$ cat src/rtl/core/scancode_to_ascii_decoder_top_defines.svh
// assertion macros for the scancode decoder
// expects clk and rst_n in the scope of use, no other dependencies
`ifndef SCANCODE_TO_ASCII_DECODER_TOP_DEFINES_SVH
`define SCANCODE_TO_ASCII_DECODER_TOP_DEFINES_SVH

// same-cycle implication, checked outside reset
`define S2A_ASSERT_NOW(lbl, ante, cons, msg) \
  lbl: assert property (@(posedge clk) disable iff (!rst_n) (ante) |-> (cons)) else $error(msg);

// next-cycle implication, checked outside reset
`define S2A_ASSERT_NEXT(lbl, ante, cons, msg) \
  lbl: assert property (@(posedge clk) disable iff (!rst_n) (ante) |=> (cons)) else $error(msg);

`endif

$ cat src/rtl/core/s2a_pkg.sv
// types, codes and translation tables for the scancode decoder
// no dependencies
`default_nettype none

package s2a_pkg;

  localparam int unsigned CODE_W = 8;
  localparam int unsigned CHAR_W = 7;
  localparam int unsigned SKIP_W = 2;

  localparam logic [CODE_W-1:0] CODE_EXT0   = 8'hE0;
  localparam logic [CODE_W-1:0] CODE_EXT1   = 8'hE1;
  localparam logic [CHAR_W-1:0] KEY_LSHIFT  = 7'h2A;
  localparam logic [CHAR_W-1:0] KEY_RSHIFT  = 7'h36;
  localparam logic [CHAR_W-1:0] KEY_LCTRL   = 7'h1D;
  localparam logic [CHAR_W-1:0] KEY_LALT    = 7'h38;
  localparam logic [SKIP_W-1:0] SKIP_EXT0   = 2'd1;
  localparam logic [SKIP_W-1:0] SKIP_EXT1   = 2'd2;

  typedef struct packed {
    logic alt;
    logic ctrl;
    logic shift;
  } s2a_mods_t;

  typedef struct packed {
    s2a_mods_t         mods;
    logic [SKIP_W-1:0] skip;
  } s2a_state_t;

  typedef struct packed {
    s2a_state_t        state;
    logic              emit;
    logic [CHAR_W-1:0] ch;
  } s2a_result_t;

  // which modifier a key code stands for
  function automatic s2a_mods_t modifier_of(input logic [CHAR_W-1:0] key);
    s2a_mods_t m;
    m = '0;
    m.shift = (key == KEY_LSHIFT) || (key == KEY_RSHIFT);
    m.ctrl  = (key == KEY_LCTRL);
    m.alt   = (key == KEY_LALT);
    return m;
  endfunction

  // unshifted layout
  function automatic logic [CHAR_W-1:0] plain_char(input logic [CHAR_W-1:0] key);
    logic [CHAR_W-1:0] c;
    unique case (key)
      7'h01: c = 7'h1B; 7'h02: c = 7'h31; 7'h03: c = 7'h32; 7'h04: c = 7'h33;
      7'h05: c = 7'h34; 7'h06: c = 7'h35; 7'h07: c = 7'h36; 7'h08: c = 7'h37;
      7'h09: c = 7'h38; 7'h0A: c = 7'h39; 7'h0B: c = 7'h30; 7'h0C: c = 7'h2D;
      7'h0D: c = 7'h3D; 7'h0E: c = 7'h08; 7'h0F: c = 7'h09;
      7'h10: c = 7'h71; 7'h11: c = 7'h77; 7'h12: c = 7'h65; 7'h13: c = 7'h72;
      7'h14: c = 7'h74; 7'h15: c = 7'h79; 7'h16: c = 7'h75; 7'h17: c = 7'h69;
      7'h18: c = 7'h6F; 7'h19: c = 7'h70; 7'h1A: c = 7'h5B; 7'h1B: c = 7'h5D;
      7'h1C: c = 7'h0D; 7'h1E: c = 7'h61; 7'h1F: c = 7'h73;
      7'h20: c = 7'h64; 7'h21: c = 7'h66; 7'h22: c = 7'h67; 7'h23: c = 7'h68;
      7'h24: c = 7'h6A; 7'h25: c = 7'h6B; 7'h26: c = 7'h6C; 7'h27: c = 7'h3B;
      7'h28: c = 7'h27; 7'h29: c = 7'h60; 7'h2B: c = 7'h5C;
      7'h2C: c = 7'h7A; 7'h2D: c = 7'h78; 7'h2E: c = 7'h63; 7'h2F: c = 7'h76;
      7'h30: c = 7'h62; 7'h31: c = 7'h6E; 7'h32: c = 7'h6D; 7'h33: c = 7'h2C;
      7'h34: c = 7'h2E; 7'h35: c = 7'h2F; 7'h37: c = 7'h2A; 7'h39: c = 7'h20;
      7'h47: c = 7'h37; 7'h48: c = 7'h38; 7'h49: c = 7'h39; 7'h4A: c = 7'h2D;
      7'h4B: c = 7'h34; 7'h4C: c = 7'h35; 7'h4D: c = 7'h36; 7'h4E: c = 7'h2B;
      7'h4F: c = 7'h31; 7'h50: c = 7'h32; 7'h51: c = 7'h33; 7'h52: c = 7'h30;
      7'h53: c = 7'h2E;
      default: c = '0;
    endcase
    return c;
  endfunction

  // shifted layout
  function automatic logic [CHAR_W-1:0] upper_char(input logic [CHAR_W-1:0] key);
    logic [CHAR_W-1:0] c;
    unique case (key)
      7'h01: c = 7'h1B; 7'h02: c = 7'h21; 7'h03: c = 7'h40; 7'h04: c = 7'h23;
      7'h05: c = 7'h24; 7'h06: c = 7'h25; 7'h07: c = 7'h5E; 7'h08: c = 7'h26;
      7'h09: c = 7'h2A; 7'h0A: c = 7'h28; 7'h0B: c = 7'h29; 7'h0C: c = 7'h5F;
      7'h0D: c = 7'h2B; 7'h0E: c = 7'h08; 7'h0F: c = 7'h09;
      7'h10: c = 7'h51; 7'h11: c = 7'h57; 7'h12: c = 7'h45; 7'h13: c = 7'h52;
      7'h14: c = 7'h54; 7'h15: c = 7'h59; 7'h16: c = 7'h55; 7'h17: c = 7'h49;
      7'h18: c = 7'h4F; 7'h19: c = 7'h50; 7'h1A: c = 7'h7B; 7'h1B: c = 7'h7D;
      7'h1C: c = 7'h0D; 7'h1E: c = 7'h41; 7'h1F: c = 7'h53;
      7'h20: c = 7'h44; 7'h21: c = 7'h46; 7'h22: c = 7'h47; 7'h23: c = 7'h48;
      7'h24: c = 7'h4A; 7'h25: c = 7'h4B; 7'h26: c = 7'h4C; 7'h27: c = 7'h3A;
      7'h28: c = 7'h22; 7'h29: c = 7'h7E; 7'h2B: c = 7'h7C;
      7'h2C: c = 7'h5A; 7'h2D: c = 7'h58; 7'h2E: c = 7'h43; 7'h2F: c = 7'h56;
      7'h30: c = 7'h42; 7'h31: c = 7'h4E; 7'h32: c = 7'h4D; 7'h33: c = 7'h3C;
      7'h34: c = 7'h3E; 7'h35: c = 7'h3F; 7'h37: c = 7'h2A; 7'h39: c = 7'h20;
      7'h47: c = 7'h37; 7'h48: c = 7'h38; 7'h49: c = 7'h39; 7'h4A: c = 7'h2D;
      7'h4B: c = 7'h34; 7'h4C: c = 7'h35; 7'h4D: c = 7'h36; 7'h4E: c = 7'h2B;
      7'h4F: c = 7'h31; 7'h50: c = 7'h32; 7'h51: c = 7'h33; 7'h52: c = 7'h30;
      7'h53: c = 7'h2E;
      default: c = '0;
    endcase
    return c;
  endfunction

endpackage

`default_nettype wire

$ cat src/rtl/core/s2a_if.sv
// valid/ready channel interfaces for scancode bytes and characters
// depends on s2a_pkg for field widths
`default_nettype none

interface s2a_code_if;
  logic                          valid;
  logic                          ready;
  logic [s2a_pkg::CODE_W-1:0]    scancode;

  modport source (output valid, output scancode, input ready);
  modport sink   (input valid, input scancode, output ready);
endinterface

interface s2a_char_if;
  logic                          valid;
  logic                          ready;
  logic [s2a_pkg::CHAR_W-1:0]    ascii_char;

  modport source (output valid, output ascii_char, input ready);
  modport sink   (input valid, input ascii_char, output ready);
endinterface

`default_nettype wire

$ cat src/rtl/core/s2a_decode.sv
// per-word decode: prefix skip, release handling, table lookup, modifier update
// depends on s2a_pkg
`default_nettype none

module s2a_decode (
  input  wire logic [s2a_pkg::CODE_W-1:0] code,
  input  wire s2a_pkg::s2a_state_t        cur_state,
  output s2a_pkg::s2a_result_t            res
);

  logic [s2a_pkg::CHAR_W-1:0] key;
  logic [s2a_pkg::CHAR_W-1:0] lookup;
  s2a_pkg::s2a_mods_t         key_mod;

  assign key     = code[s2a_pkg::CHAR_W-1:0];
  assign key_mod = s2a_pkg::modifier_of(key);

  // shift wins over alt, alt blanks the press
  always_comb begin
    if (cur_state.mods.shift) begin
      lookup = s2a_pkg::upper_char(key);
    end else if (cur_state.mods.alt) begin
      lookup = '0;
    end else begin
      lookup = s2a_pkg::plain_char(key);
    end
  end

  always_comb begin
    res       = '0;
    res.state = cur_state;
    if (cur_state.skip != '0) begin
      res.state.skip = cur_state.skip - 2'd1;
    end else if (code == s2a_pkg::CODE_EXT0) begin
      res.state.skip = s2a_pkg::SKIP_EXT0;
    end else if (code == s2a_pkg::CODE_EXT1) begin
      res.state.skip = s2a_pkg::SKIP_EXT1;
    end else if (code[s2a_pkg::CODE_W-1]) begin
      res.state.mods = cur_state.mods & ~key_mod;
    end else if (lookup != '0) begin
      res.emit = 1'b1;
      res.ch   = lookup;
    end else begin
      res.state.mods = cur_state.mods | key_mod;
    end
  end

endmodule

`default_nettype wire

$ cat src/rtl/core/scancode_to_ascii_decoder_top.sv
// top level of the scancode set 1 to ascii decoder
// depends on s2a_pkg, s2a_if, s2a_decode and the assertion macro header
//
//   channel   | dir | payload              | handshake
//   ----------+-----+----------------------+------------
//   in_code   | in  | scancode [7:0]       | valid/ready
//   out_char  | out | ascii_char [6:0]     | valid/ready
//
// one word per cycle sustained while out_char is not stalled; an accepted
// scancode word passes the input register, then the result register, to out_char
// prefix, release and modifier words give no character and only move state
// rst_n is synchronous: clears valids, modifier flags and skip count
// a stalled out_char holds its word; the input register keeps moving while
// the result register is free or being emptied in the same cycle
`default_nettype none
`include "scancode_to_ascii_decoder_top_defines.svh"

module scancode_to_ascii_decoder_top (
  input  wire logic   clk,
  input  wire logic   rst_n,
  s2a_code_if.sink    in_code,
  s2a_char_if.source  out_char
);

  // input register
  logic                        s1_valid_r, s1_valid_nxt;
  logic [s2a_pkg::CODE_W-1:0]  s1_code_r;

  // decoder state
  s2a_pkg::s2a_state_t         state_r;
  s2a_pkg::s2a_result_t        dec;

  // result register
  logic                        out_valid_r, out_valid_nxt;
  logic [s2a_pkg::CHAR_W-1:0]  out_char_r;

  logic in_acc;
  logic out_free;
  logic s1_adv;
  logic out_load;

  s2a_decode u_decode (
    .code      (s1_code_r),
    .cur_state (state_r),
    .res       (dec)
  );

  // result slot is free when empty or being taken this cycle
  assign out_free = !out_valid_r || out_char.ready;
  // staged word moves on whenever a result could be stored
  assign s1_adv   = s1_valid_r && out_free;
  assign out_load = s1_adv && dec.emit;

  assign in_code.ready = !s1_valid_r || s1_adv;
  assign in_acc        = in_code.valid && in_code.ready;

  assign out_char.valid      = out_valid_r;
  assign out_char.ascii_char = out_char_r;

  always_comb begin
    s1_valid_nxt = s1_valid_r;
    if (in_acc) begin
      s1_valid_nxt = 1'b1;
    end else if (s1_adv) begin
      s1_valid_nxt = 1'b0;
    end
  end

  always_comb begin
    out_valid_nxt = out_valid_r;
    if (out_load) begin
      out_valid_nxt = 1'b1;
    end else if (out_char.ready) begin
      out_valid_nxt = 1'b0;
    end
  end

  // control state
  always_ff @(posedge clk) begin
    if (!rst_n) begin
      s1_valid_r  <= 1'b0;
      out_valid_r <= 1'b0;
      state_r     <= '0;
    end else begin
      s1_valid_r  <= s1_valid_nxt;
      out_valid_r <= out_valid_nxt;
      if (s1_adv) begin
        state_r <= dec.state;
      end
    end
  end

  // payload, no reset
  always_ff @(posedge clk) begin
    if (in_acc) begin
      s1_code_r <= in_code.scancode;
    end
    if (out_load) begin
      out_char_r <= dec.ch;
    end
  end

  // a skipped word never produces a character
  `S2A_ASSERT_NOW(a_skip_no_emit, s1_adv && (state_r.skip != 2'd0), !out_load,
                  "skipped word emitted")

  // an emitted character is never zero
  `S2A_ASSERT_NOW(a_emit_nonzero, out_load, dec.ch != '0, "zero character emitted")

  // a staged word that cannot move is kept
  `S2A_ASSERT_NEXT(a_stage_hold, s1_valid_r && !s1_adv,
                   s1_valid_r && $stable(s1_code_r), "staged word lost")

  // releasing left shift outside a prefix clears the shift flag
  `S2A_ASSERT_NEXT(a_shift_release,
                   s1_adv && (state_r.skip == 2'd0) &&
                   (s1_code_r == {1'b1, s2a_pkg::KEY_LSHIFT}),
                   !state_r.mods.shift, "shift not released")

endmodule

`default_nettype wire
$ cat src/flat_wrapper.sv
// flat-port wrapper written by rule: the top's interface ports become plain ports
module scancode_to_ascii_decoder_top_flat 
  (clk, rst_n, in_code_valid, in_code_scancode, in_code_ready, out_char_valid, out_char_ascii_char, out_char_ready);
  s2a_code_if in_code_i ();
  s2a_char_if out_char_i ();
  input  wire logic clk;
  input  wire logic rst_n;
  input wire logic [$bits(in_code_i.valid)-1:0] in_code_valid;
  input wire logic [$bits(in_code_i.scancode)-1:0] in_code_scancode;
  output wire logic [$bits(in_code_i.ready)-1:0] in_code_ready;
  output wire logic [$bits(out_char_i.valid)-1:0] out_char_valid;
  output wire logic [$bits(out_char_i.ascii_char)-1:0] out_char_ascii_char;
  input wire logic [$bits(out_char_i.ready)-1:0] out_char_ready;
  assign in_code_i.valid = in_code_valid;
  assign in_code_i.scancode = in_code_scancode;
  assign in_code_ready = in_code_i.ready;
  assign out_char_valid = out_char_i.valid;
  assign out_char_ascii_char = out_char_i.ascii_char;
  assign out_char_i.ready = out_char_ready;
  scancode_to_ascii_decoder_top u_core (.clk(clk), .rst_n(rst_n), .in_code(in_code_i), .out_char(out_char_i));
endmodule
$ cat config.mk
export PLATFORM = sky130hd
export DESIGN_NAME = scancode_to_ascii_decoder_top_flat
export DESIGN_NICKNAME = d
export VERILOG_FILES = /design/src/rtl/core/s2a_pkg.sv /design/src/rtl/core/s2a_if.sv /design/src/rtl/core/s2a_decode.sv /design/src/rtl/core/scancode_to_ascii_decoder_top.sv /design/src/flat_wrapper.sv
export VERILOG_INCLUDE_DIRS = /design/src /design/src/rtl/core
export SDC_FILE = /design/constraint.sdc
export NUM_CORES = 1
export LEC_CHECK = 0
export ABC_AREA = 1
export BUFFER_PORTS_ARGS = -buffer_cell sky130_fd_sc_hd__buf_2
export CORE_AREA = 2 2 71 73
export CTS_CLUSTER_DIAMETER = 120
export DETAILED_ROUTE_END_ITERATION = 8
export DIE_AREA = 0 0 73 75
export PLACE_DENSITY = 0.84
export SLEW_MARGIN = 40
export SYNTH_ARGS = -nofsm -noshare
export SYNTH_HDL_FRONTEND = slang
export SYNTH_SLANG_ARGS = --single-unit
$ cat constraint.sdc
create_clock -name clk -period 2.3 [get_ports clk]
set_input_delay 0.46 -clock clk [delete_from_list [all_inputs] [get_ports clk]]
set_output_delay 0.46 -clock clk [all_outputs]
set_load 0.1 [all_outputs]
==> flow_metrics.tcl, run 1 <==
set metrics [dict create \
    antenna_found_initial 0 \
    synth_ff_type "dfxtp_1" \
    finalNonFillerCells 525 \
    power.density_mw_per_mm2 583 \
    synth_area_sq_mm 0.00281 \
    cp-start-kind "flip-flop" \
    ys_seq_elements 35 \
    hold_viol 0 \
    die_h_um 75 \
    yosys.area.top_type "nand2_1" \
    vias 3104 \
    crit_top_cell "nand2_1" \
    nets 494 \
    path_clk_slew_ps 70 \
    insertion_delay_ps 290 \
    cts_resized 0 \
    worst_path_max_delay_cell "ha_1" \
    drt_iter0_markers 265 \
    setup_viol 0 \
    cp_max_fo 11 \
    cap_viol_max_count 0 \
    postRouteAntennaNets 0 \
    rsz0062_at_grt "no" \
    crit_type "flip-flop to flip-flop" \
    ys_types 28 \
    drt-met1-wl_mm 3.21 \
    timing.final.crit_share_pct 90.2 \
    maxUsedRoutingLayer "met4" \
    cp_data_arrival_time_ps 2260 \
    power.leakage_nw 1.65 \
    syn_inst 433 \
    worstPathRequired_ps 2480 \
    initial_core_util_pct 60.4 \
    synthToLayoutAreaGrowth_pct 12.0 \
    cp-end-kind "flip-flop" \
    crit_chain "nand3_4, nand2_4, nand2_1, nand2_2, ha_1, inv_1, nor2_1, nor2_1, nand2_1, nand2_1, nor2_1, nand3_1, nand2_1, nand2_1" \
    ys_top_cells_by_count "154 x nand2_1, 60 x nand3_1, 42 x inv_1, 35 x nor2_1, 20 x dfxtp_1" \
    via_per_inst 5.91 \
    dpl_cell_area_sq_mm 0.00304 \
    fp.dieArea_sq_mm 0.00548 \
    cts_tree "yes" \
    core-area_sq_mm 0.00466 \
    ys_seq_area_share_pct 30.2 \
    root_buffer "clkbuf_8" \
    ys_warn_count 0 \
    max_stage_delay_ps 360 \
    grt_start_max_net_pins 22 \
    dp_cells 517 \
    hpwl_mm 6.07 \
    slew_viol_final 0 \
    fmax_ghz 0.482 \
    n_antenna_cell 0 \
    postSynth.asyncResetShare_pct 0 \
    drt_pre_antenna_iters 5 \
    cts.hold.buffers_added 0 \
    post-route-drc-count 0 \
    cts_max_level 2 \
    synth_area_per_cell_sq_um 6.50 \
    wl_met2_mm 3.51 \
    grt_pass1_vias 2784 \
    setup_tns_ps 0 \
    synth_top_area_share_pct 20.5 \
    overflow 0 \
    drive_gt1_share_pct 15.9 \
    clockBufferDepth 2 \
    design_area_sq_mm 0.00315 \
    wl_mm 7.81 \
    io_pins 21 \
    grt_pass1_wl_mm 13.0 \
    wl_met3_um 832 \
    gp_congestion 0.974 \
    die_x_um 73 \
    synth_edf_count 15 \
    peakVddDrop_v 0.000324 \
    period_minus_slack_ps 2070 \
    numCtsBuffers 5 \
    min_path_type "input port to flip-flop" \
    syn_nets 457 \
    max_slew_margin_pct 67.9 \
    rows 25 \
    synth_area_leaders "nand2_1 21%, edfxtp_1 16%, dfxtp_1 14%" \
    synth.most_common_cell "nand2_1" \
    gr-usage-all-layers_pct 30.8 \
    skew_ps 10.9 \
    p_total_w 0.00184 \
    status "finished, final reports clean" \
    clock_sinks 35 \
    wl_per_cell_um 14.9 \
    cts_setup_buffers 0 \
    tightestPinTransition_ps 484 \
    io_buffers 20 \
]
-- report_power, final --
group	total, W	switching, W	internal [W]
clock	0.000510	0.000232	0.000279
combinational	0.000602	0.000410	0.000192
sequential	0.000725	0.0000210	0.000704
total	0.00184	0.000663	0.00118
-- area by class of cell --
class / count / area, sq um
repair buffers: 46 / 295
clock inverters: 2 / 13.8
well taps: 54 / 67.6
multi-input cells: 338 / 1660
flip-flops and latches: 35 / 852
inverters: 44 / 165
clock buffers: 6 / 93.8
fillers: 401 / 1510
-- worst paths after layout --
check | from | endpoint | slack [ps] | cells after the start
worst min register to register | u_core.state_r[0] | u_core.state_r[0] | 500 | 2
worst max register to register | u_core.s1_valid_r | flip-flop | 230 | 14
worst min-delay path | in_code_scancode[7] | u_core.s1_code_r[7] | 340 | 1
worst max-delay path | u_core.s1_valid_r | flip-flop | 230 | 14
-- placed cells by master, fill, tap and decap left out --
cell type / count
clkinv_2: 1
o21ai_1: 7
buf_4: 26
edfxtp_1: 15
or2_1: 1
nand3_4: 1
nor3_1: 4
ha_1: 12
buf_2: 20
nand3_1: 60
nor2_1: 35
inv_2: 2
clkbuf_8: 5
o21ai_0: 9
a21oi_1: 17
clkinv_4: 1
nand4_1: 6
nand2_4: 4
o211ai_1: 4
dfxtp_2: 1
nand2_1: 154
a21oi_2: 1
nor2_2: 2
o31ai_1: 3
nand3b_1: 3
clkbuf_16: 1
a22oi_1: 5
nand3_2: 3
dfxtp_1: 19
nor2_4: 1
inv_1: 42
nand2_2: 6
-- metrics by stage --
step / setup slack [ps] / hold slack, ps / utilization, %
after global routing: 66.3 / 340 / 67.6
final: 226 / 341 / 67.6
after global placement: 65.5 / 471 / 65.3
after CTS: 248 / 339 / 67.6
after floorplan: 9.82 / 458 / -
after detailed placement: 55.9 / 490 / 65.3
-- per-layer routing --
metal | track usage [%] | vias up
met3 | 4.28 | 29
met2 | 50.3 | 211
met4 | 11.7 | 0
met1 | 41.5 | 1379
li1 | - | 1485
met5 | 0 | -
-- logic make-up (layout without fill, tap and decap cells) --
logic type,count (synthesis),in the layout,share of synthesized area [%]
buf+inv,60,98,10.6
simple gates,280,280,44.4
fa+ha+maj,12,12,5.34
compound gates,46,46,9.38
flops,35,35,30.2
-- worst max-delay path: cells and delay by family, from the launching register on --
kind | cells | cell delay [ps]
flip-flops | 1 | 340
AND/OR/NAND/NOR | 12 | 1200
buffers and inverters | 1 | 70
adder cells (fa/ha/maj) | 1 | 360
Power figures use the tool's default switching activity.
==> run 2, diff against run 1 <==
Settings changed: CORE_AREA 2 2 71 73 to 2 2 79 81, DIE_AREA 0 0 73 75 to 0 0 81 83, PLACE_DENSITY 0.84 to 0.7.
==> run 2 against run 1 <==
Net effect: maximum frequency is 4.7% higher; worst hold slack better by 18 ps; die area is 23% higher; register-to-register slack better by 90 ps; sequential share of layout area is 0.13 points higher; routed wire length is 2.1% higher; clock power is 9.4% lower; count of clock-buffer cells in the layout is 1 higher; combinational power hardly changed; sequential cell count stayed put.
==> flow_metrics.tcl, run 2 (synthesis gave the netlist of run 1 again) <==
set metrics [dict create \
    max_stage_delay_ps 330 \
    crit_type "flip-flop to flip-flop" \
    via_per_inst 5.52 \
    cts_tree "yes" \
    fin_util_pct 53.9 \
    cp_max_fo 8 \
    cp-start-kind "flip-flop" \
    crit_chain "nand3_4, nand2_4, nand2_1, nand2_2, buf_4, ha_1, inv_1, nand2_1, nor2_1, nor2_1, nand2_1, nand2_1, nor2_1, nand3_1, nand2_1, nand2_1" \
    gp_congestion 0.978 \
    wl_per_cell_um 14.7 \
    tightestPinTransition_ps 490 \
    vias 2988 \
    clock_sinks 35 \
    peakVddDrop_v 0.000303 \
    cts_setup_buffers 0 \
    initial_core_util_pct 48.4 \
    hpwl_mm 6.17 \
    synthToLayoutAreaGrowth_pct 11.5 \
    post-route-drc-count 0 \
    rsz0062_at_grt "no" \
    setup_tns_ps 0 \
    setup_slack_ps 319 \
    status "finished, final reports clean" \
    numCtsBuffers 5 \
    clockBufferDepth 2 \
    dp_cells 533 \
    rows 28 \
    nets 489 \
    grt_pass1_wl_mm 13.1 \
    cp-end-kind "flip-flop" \
    grt_pass1_vias 2783 \
    power.leakage_nw 1.62 \
    min_path_type "input port to flip-flop" \
    hold_ws_ps 359 \
    postRouteAntennaNets 0 \
    layout_common_cells "154 x nand2_1, 60 x nand3_1, 42 x inv_1" \
    io_buffers 20 \
    hold_path_depth 1 \
    cp_data_arrival_time_ps 2170 \
    drive_gt1_share_pct 14.8 \
    power.density_mw_per_mm2 570 \
    cap_viol_max_count 0 \
    worstPathRequired_ps 2490 \
    worst_path_max_delay_cell "dfxtp_1" \
    cts_resized 0 \
    fmax_ghz 0.505 \
    drt_pre_antenna_iters 5 \
    cts.hold.buffers_added 0 \
    setup_viol 0 \
    root_buffer "clkbuf_8" \
    path_clk_slew_ps 70 \
    fp.dieArea_sq_mm 0.00672 \
    wl_mm 7.98 \
    die_x_um 81 \
    grt_start_max_net_pins 22 \
    slew_viol_final 0 \
    finalNonFillerCells 541 \
    n_antenna_cell 0 \
    timing.final.crit_share_pct 86.1 \
    io_pins 21 \
    drt_iter0_markers 222 \
    rrSetupSlack_ps 320 \
    period_minus_slack_ps 1980 \
    core-area_sq_mm 0.00582 \
    skew_ps 4.35 \
    hold_viol 0 \
    cts_max_level 2 \
    pre_cts_ws_ps 78.2 \
    crit_top_cell "nand2_1" \
    antenna_found_initial 0 \
    layout_commonest_cell "nand2_1" \
    overflow 0 \
    r2r.worst_path.cells 16 \
    die_h_um 83 \
    max_slew_margin_pct 67.5 \
    insertion_delay_ps 290 \
    gr-usage-all-layers_pct 24.8 \
]
==> run 2: cell types whose count changed in the layout (fill, tap and decap cells not counted) <==
cell | before | now
clkbuf_1 | 0 | 1
clkbuf_16 | 1 | 0
clkinv_4 | 1 | 0
buf_12 | 0 | 1
buf_4 | 26 | 20
clkbuf_8 | 5 | 6
==> run 2: path summary, 6_finish.rpt <==
kind,from,to
max,u_core.s1_valid_r,flip-flop
min,in_code_scancode[7],u_core.s1_code_r[7]
max reg2reg,u_core.s1_valid_r,flip-flop
min reg2reg,u_core.state_r[0],u_core.state_r[0]
==> run 2: metal layers <==
layer / part of all wire [%] / GRT usage [%]
met4: 4.4 / 14.2
met2: 44 / 37.1
met1: 44 / 34.0
met3: 7.2 / 3.04
met5: 0 / 0
==> run 2: layout make-up <==
class	instances	area, sq um
Tap cell	75	93.8
Clock buffer	7	86.3
Timing Repair Buffer	41	270
Multi-Input combinational cell	338	1660
Fill cell	616	2680
Inverter	44	165
Clock inverter	1	5.00
Sequential cell	35	852
==> run 2: report_power, final <==
part | internal, W | switching, W
registers | 0.000705 | 0.0000213
logic | 0.000190 | 0.000409
clock network | 0.000241 | 0.000220
total | 0.00114 | 0.000650
==> run 2: per-stage QoR <==
stage	cell area, sq um	power, W
3_5_place_dp	3050	0.00133
2_1_floorplan	2820	0.00117
5_1_grt	3140	0.00189
4_1_cts	3140	0.00179
3_3_place_gp	3050	0.00133
6_report	3140	0.00179
==> run 2: worst max-delay path, delay by kind of cell (launching register included) <==
family | cells | cell delay (ps)
adder cells (fa/ha/maj) | 1 | 190
buffers and inverters | 2 | 240
flip-flops | 1 | 330
AND/OR/NAND/NOR | 13 | 1100
